[src/hdl/sso_pkg.sv]
`timescale 1ns / 1ps
// Shared types and codes for the sorted set operations unit.
// No dependencies.
package sso_pkg;

    localparam int VAL_W     = 31;
    localparam int CMD_W     = 2;
    localparam int MODE_W    = 2;
    localparam int OUT_CNT_W = 7;

    localparam logic [CMD_W-1:0] CMD_LOAD_A = 2'd0;
    localparam logic [CMD_W-1:0] CMD_LOAD_B = 2'd1;
    localparam logic [CMD_W-1:0] CMD_RUN    = 2'd2;

    localparam logic [MODE_W-1:0] MODE_UNION = 2'd0;
    localparam logic [MODE_W-1:0] MODE_INTER = 2'd1;
    localparam logic [MODE_W-1:0] MODE_DIFF  = 2'd2;

    typedef logic [VAL_W-1:0] val_t;

    // per-cycle operation handed to every cell of a list chain
    typedef struct packed {
        logic insert;
        logic pop;
    } cell_ctrl_t;

endpackage

[src/hdl/sso_cell.sv]
`timescale 1ns / 1ps
// One cell of a sorted list chain: holds one element, inserts or shifts.
// Depends on sso_pkg.
module sso_cell #(
    parameter int IDX = 0,
    parameter int CW  = 6
) (
    input  logic              clk,
    input  sso_pkg::cell_ctrl_t ctrl,
    input  logic [CW-1:0]     cnt,
    input  sso_pkg::val_t     new_val,
    input  logic              prev_gt,
    input  sso_pkg::val_t     prev_val,
    input  sso_pkg::val_t     next_val,
    output sso_pkg::val_t     val,
    output logic              gt
);
    import sso_pkg::*;

    val_t val_reg;
    val_t val_next;

    // new value belongs at or before this cell (empty cells count as larger)
    assign gt  = (CW'(IDX) >= cnt) || (new_val < val_reg);
    assign val = val_reg;

    always_comb
    begin
        val_next = val_reg;
        if (ctrl.insert)
        begin
            if (prev_gt)
                val_next = prev_val;
            else if (gt)
                val_next = new_val;
        end
        else if (ctrl.pop)
        begin
            val_next = next_val;
        end
    end

    always_ff @(posedge clk)
    begin
        val_reg <= val_next;
    end

endmodule

[src/hdl/sso_chain.sv]
`timescale 1ns / 1ps
// Sorted list held as a row of cells: sorted insert on load, pop at the head.
// Depends on sso_pkg and sso_cell.
module sso_chain #(
    parameter int DEPTH = 32,
    parameter int CW    = $clog2(DEPTH + 1)
) (
    input  logic          clk,
    input  logic          rst_n,
    input  logic          insert,
    input  logic          pop,
    input  logic          clear,
    input  sso_pkg::val_t new_val,
    output sso_pkg::val_t head,
    output logic [CW-1:0] count,
    output logic          full
);
    import sso_pkg::*;

    logic [CW-1:0] cnt_reg;
    logic [CW-1:0] cnt_next;
    cell_ctrl_t    ctrl;
    val_t          vals [DEPTH];
    logic [DEPTH-1:0] gts;

    assign full  = (cnt_reg == CW'(DEPTH));
    assign count = cnt_reg;
    assign head  = vals[0];
    assign ctrl.insert = insert && !full;
    assign ctrl.pop    = pop && (cnt_reg != '0);

    genvar i;
    generate
        for (i = 0; i < DEPTH; i++)
        begin : g_cell
            logic prev_gt;
            val_t prev_val;
            val_t next_val;
            if (i == 0)
            begin : g_first
                assign prev_gt  = 1'b0;
                assign prev_val = new_val;
            end
            else
            begin : g_mid
                assign prev_gt  = gts[i-1];
                assign prev_val = vals[i-1];
            end
            if (i == DEPTH - 1)
            begin : g_last
                assign next_val = vals[i];
            end
            else
            begin : g_inner
                assign next_val = vals[i+1];
            end
            sso_cell #(
                .IDX (i),
                .CW  (CW)
            ) u_cell (
                .clk      (clk),
                .ctrl     (ctrl),
                .cnt      (cnt_reg),
                .new_val  (new_val),
                .prev_gt  (prev_gt),
                .prev_val (prev_val),
                .next_val (next_val),
                .val      (vals[i]),
                .gt       (gts[i])
            );
        end
    endgenerate

    always_comb
    begin
        cnt_next = cnt_reg;
        if (clear)
            cnt_next = '0;
        else if (ctrl.insert)
            cnt_next = cnt_reg + CW'(1);
        else if (ctrl.pop)
            cnt_next = cnt_reg - CW'(1);
    end

    always_ff @(posedge clk or negedge rst_n)
    begin
        if (!rst_n)
            cnt_reg <= '0;
        else
            cnt_reg <= cnt_next;
    end

endmodule

[config.mk]
export PLATFORM = sky130hd
export DESIGN_NAME = sso_chain
export DESIGN_NICKNAME = d
export VERILOG_FILES = /design/src/hdl/sso_pkg.sv /design/src/hdl/sso_cell.sv /design/src/hdl/sso_chain.sv
export SDC_FILE = /design/constraint.sdc
export NUM_CORES = 2
export LEC_CHECK = 0
export ABC_AREA = 0
export BUFFER_PORTS_ARGS = -buffer_cell sky130_fd_sc_hd__buf_2
export CAP_MARGIN = 10
export CORE_MARGIN = 1.5
export CORE_UTILIZATION = 30
export CTS_CLUSTER_DIAMETER = 40
export DETAILED_ROUTE_END_ITERATION = 16
export GPL_TIMING_DRIVEN = 0
export PLACE_DENSITY = 0.47
export REMOVE_ABC_BUFFERS = 1
export SETUP_SLACK_MARGIN = 0.2
export SYNTH_ARGS = -nofsm -noshare
export SYNTH_HDL_FRONTEND = slang
export SYNTH_HIERARCHICAL = 1
export SYNTH_SLANG_ARGS = --single-unit
[constraint.sdc]
create_clock -name clk -period 8.4 [get_ports clk]
set_input_delay 1.68 -clock clk [delete_from_list [all_inputs] [get_ports clk]]
set_output_delay 1.68 -clock clk [all_outputs]
set_load 0.01 [all_outputs]
==> impl_results.md <==
- Max_cap viols: 0
- DP HPWL: 160000 um
- Clock Latency Late Sink: 0.82 ns
- VDD IR max: 0.189 mV
- Slew Viols, Final: 0
- Post-route clock period utilization: 0.660
- RePlAce Congestion: 0.778
- Number of global-route vias before repair: 60700
- Power per cell area: 372 mW/mm^2
- Final wirelength: 219000 um
- Vias: 58700
- Gr usage total: 0.167
- Die height: 505 um
- Pin slew with the least headroom to its limit: 1.11 ns
- Leakage power: 44.4 nW
- Met2 Resource Use GR: 0.287
- Setup Viol. Count Final: 0
- Largest register FFs: 992
- Final instance area: 0.0882 mm^2
- GRT met1 Usage: 0.222
- Fin Clk Skew: 0.0304 ns
- Post-CTS Resized: 0
- Worst Hold Class: flop to flop
- TritonCTS buffer count: 207
- I/O pin count: 74
- Startpoint class of the critical path: input port
- Clk pin slew, worst setup/hold paths: 0.05 ns
- Syn Std Cell Area: 0.0756 mm^2
- Yosys Warn Count: 6
- H-Tree Depth: 4
- Initial antenna violation count: 5
- CTS tree: done
- DRT iter0 DRCs: 3312
- DR vias/cell: 5.08
- Setup TNS: 0 ns
- Largest fanout on the critical path: 39
- First-pass GRT wire length: 345000 um
- Fraction of layout instances using a drive strength above 1: 0.0779
- Grt total ovfl: 0
- Hold_buf cts: 0
- Syn avg cell area: 9.45 um^2
- Site Rows: 184
- Wire per inst: 19.0 um
- Crit. End Element: flop
- Routed Antenna Nets: 0
- Non-Filler Instances: 11500
- # DRC: 0
- Die width: 505 um
- Largest net degree at the start of global routing: 181
- Starting density of the core: 0.301
- PortBufs: 73
- RSZ-0062 raised after global routing: no
- Final min period: 5.55 ns
- Grt peak-use layer: met2
- Sink Count: 998
- Syn-to-layout area delta: 16.6%
- Setup Crit Path Kind: input port to flop
- Clk buf depth: 3
- Met3 usage: 0.0216
- Final Power: 32.8 mW
- Postcts setup bufs: 0
- Nets@finish: 9014
- Critical path required time: 8.81 ns
- DRT Pass-1 Iters: 5
- Die ar.: 0.255 mm^2
- Clk root buf: clkbuf_16
- Placed cells: 11200
- Post-Syn Instances: 8004
- Worst Path Arrival: 5.96 ns
- Placed Area: 0.0810 mm^2
- Status: finished clean
- Final Hold Viols: 0
- Core Area: 0.251 mm^2
- Max Freq: 180 MHz
- Slew HR: 0.260
[final cells by class]
type	instances	area (um^2)
Multi-Input combinational cell	5669	40800
Inverter	985	3700
Tap cell	3348	4190
Timing Repair Buffer	152	2380
Clock inverter	166	1880
Fill cell	25600	163000
Sequential cell	998	29900
Antenna cell	3	7.51
Clock buffer	224	5290
[critical path, stage by stage]
cell and delay, ns:
buf_2 0.67, buf_12 0.27, ha_1 0.25, nand2_1 0.05, o21ai_0 0.13, a21oi_1 0.36, o21ai_0 0.36, a31oi_1 0.29
or2_2 0.86, nand2b_1 0.20, o32a_2 0.74
[path summary, 6_finish.rpt]
kind / start / to / slack [ns] / depth (start not counted)
worst max-delay path: new_val[1] / g_cell[22].u_cell/val[4] / 2.85 / 11
worst min-delay path: g_cell[11].u_cell/val[11] / g_cell[10].u_cell/val[11] / 0.62 / 2
worst max register to register: count[4] / g_cell[20].u_cell/val[5] / 3.10 / 11
worst min register to register: g_cell[11].u_cell/val[11] / g_cell[10].u_cell/val[11] / 0.62 / 2
max in group asynchronous: rst_n / count[2] / 7.55 / 1
min in group asynchronous: rst_n / count[5] / 0.69 / 1
[report_power, final]
group	leakage (nW)	switching, mW	internal [mW]
combinational	31.7	7.72	5.44
clock	3.44	2.97	5.54
sequential	9.27	2.30	8.81
[per-layer routing]
layer	vias up	part of all wire	routed length [um]
met4	0	0.020	4290
met3	311	0.037	8070
met5	-	0	0
met2	918	0.48	105000
met1	28600	0.46	102000
li1	28800	-	-
[layout by cell type (no fill, tap or decap), drive strengths merged, types with 22 or more instances in the layout]
master	count
nand4	106
nand2b	31
or3	22
buf	152
inv	1006
bufinv	32
clkinv	86
a31oi	27
ha	964
and4	51
clkinvlp	27
a221o	23
nor2	1089
mux2i	994
a21o	57
nor2b	27
edfxtp	992
nand2	313
o21ai	192
a211oi	39
nor3	29
clkbuf	224
a21oi	1486
nand3	83
[stage by stage]
step / hold slack [ns] / util / setup slack (ns)
floorplan: 0.581 / - / -41.81
global placement: 0.606 / 0.314 / -78.17
detailed placement: 0.618 / 0.323 / 1.91
CTS: 0.622 / 0.351 / 2.78
global route: 0.636 / 0.351 / 2.62
finish: 0.619 / 0.351 / 2.85
(Power assumes the default switching activity.)
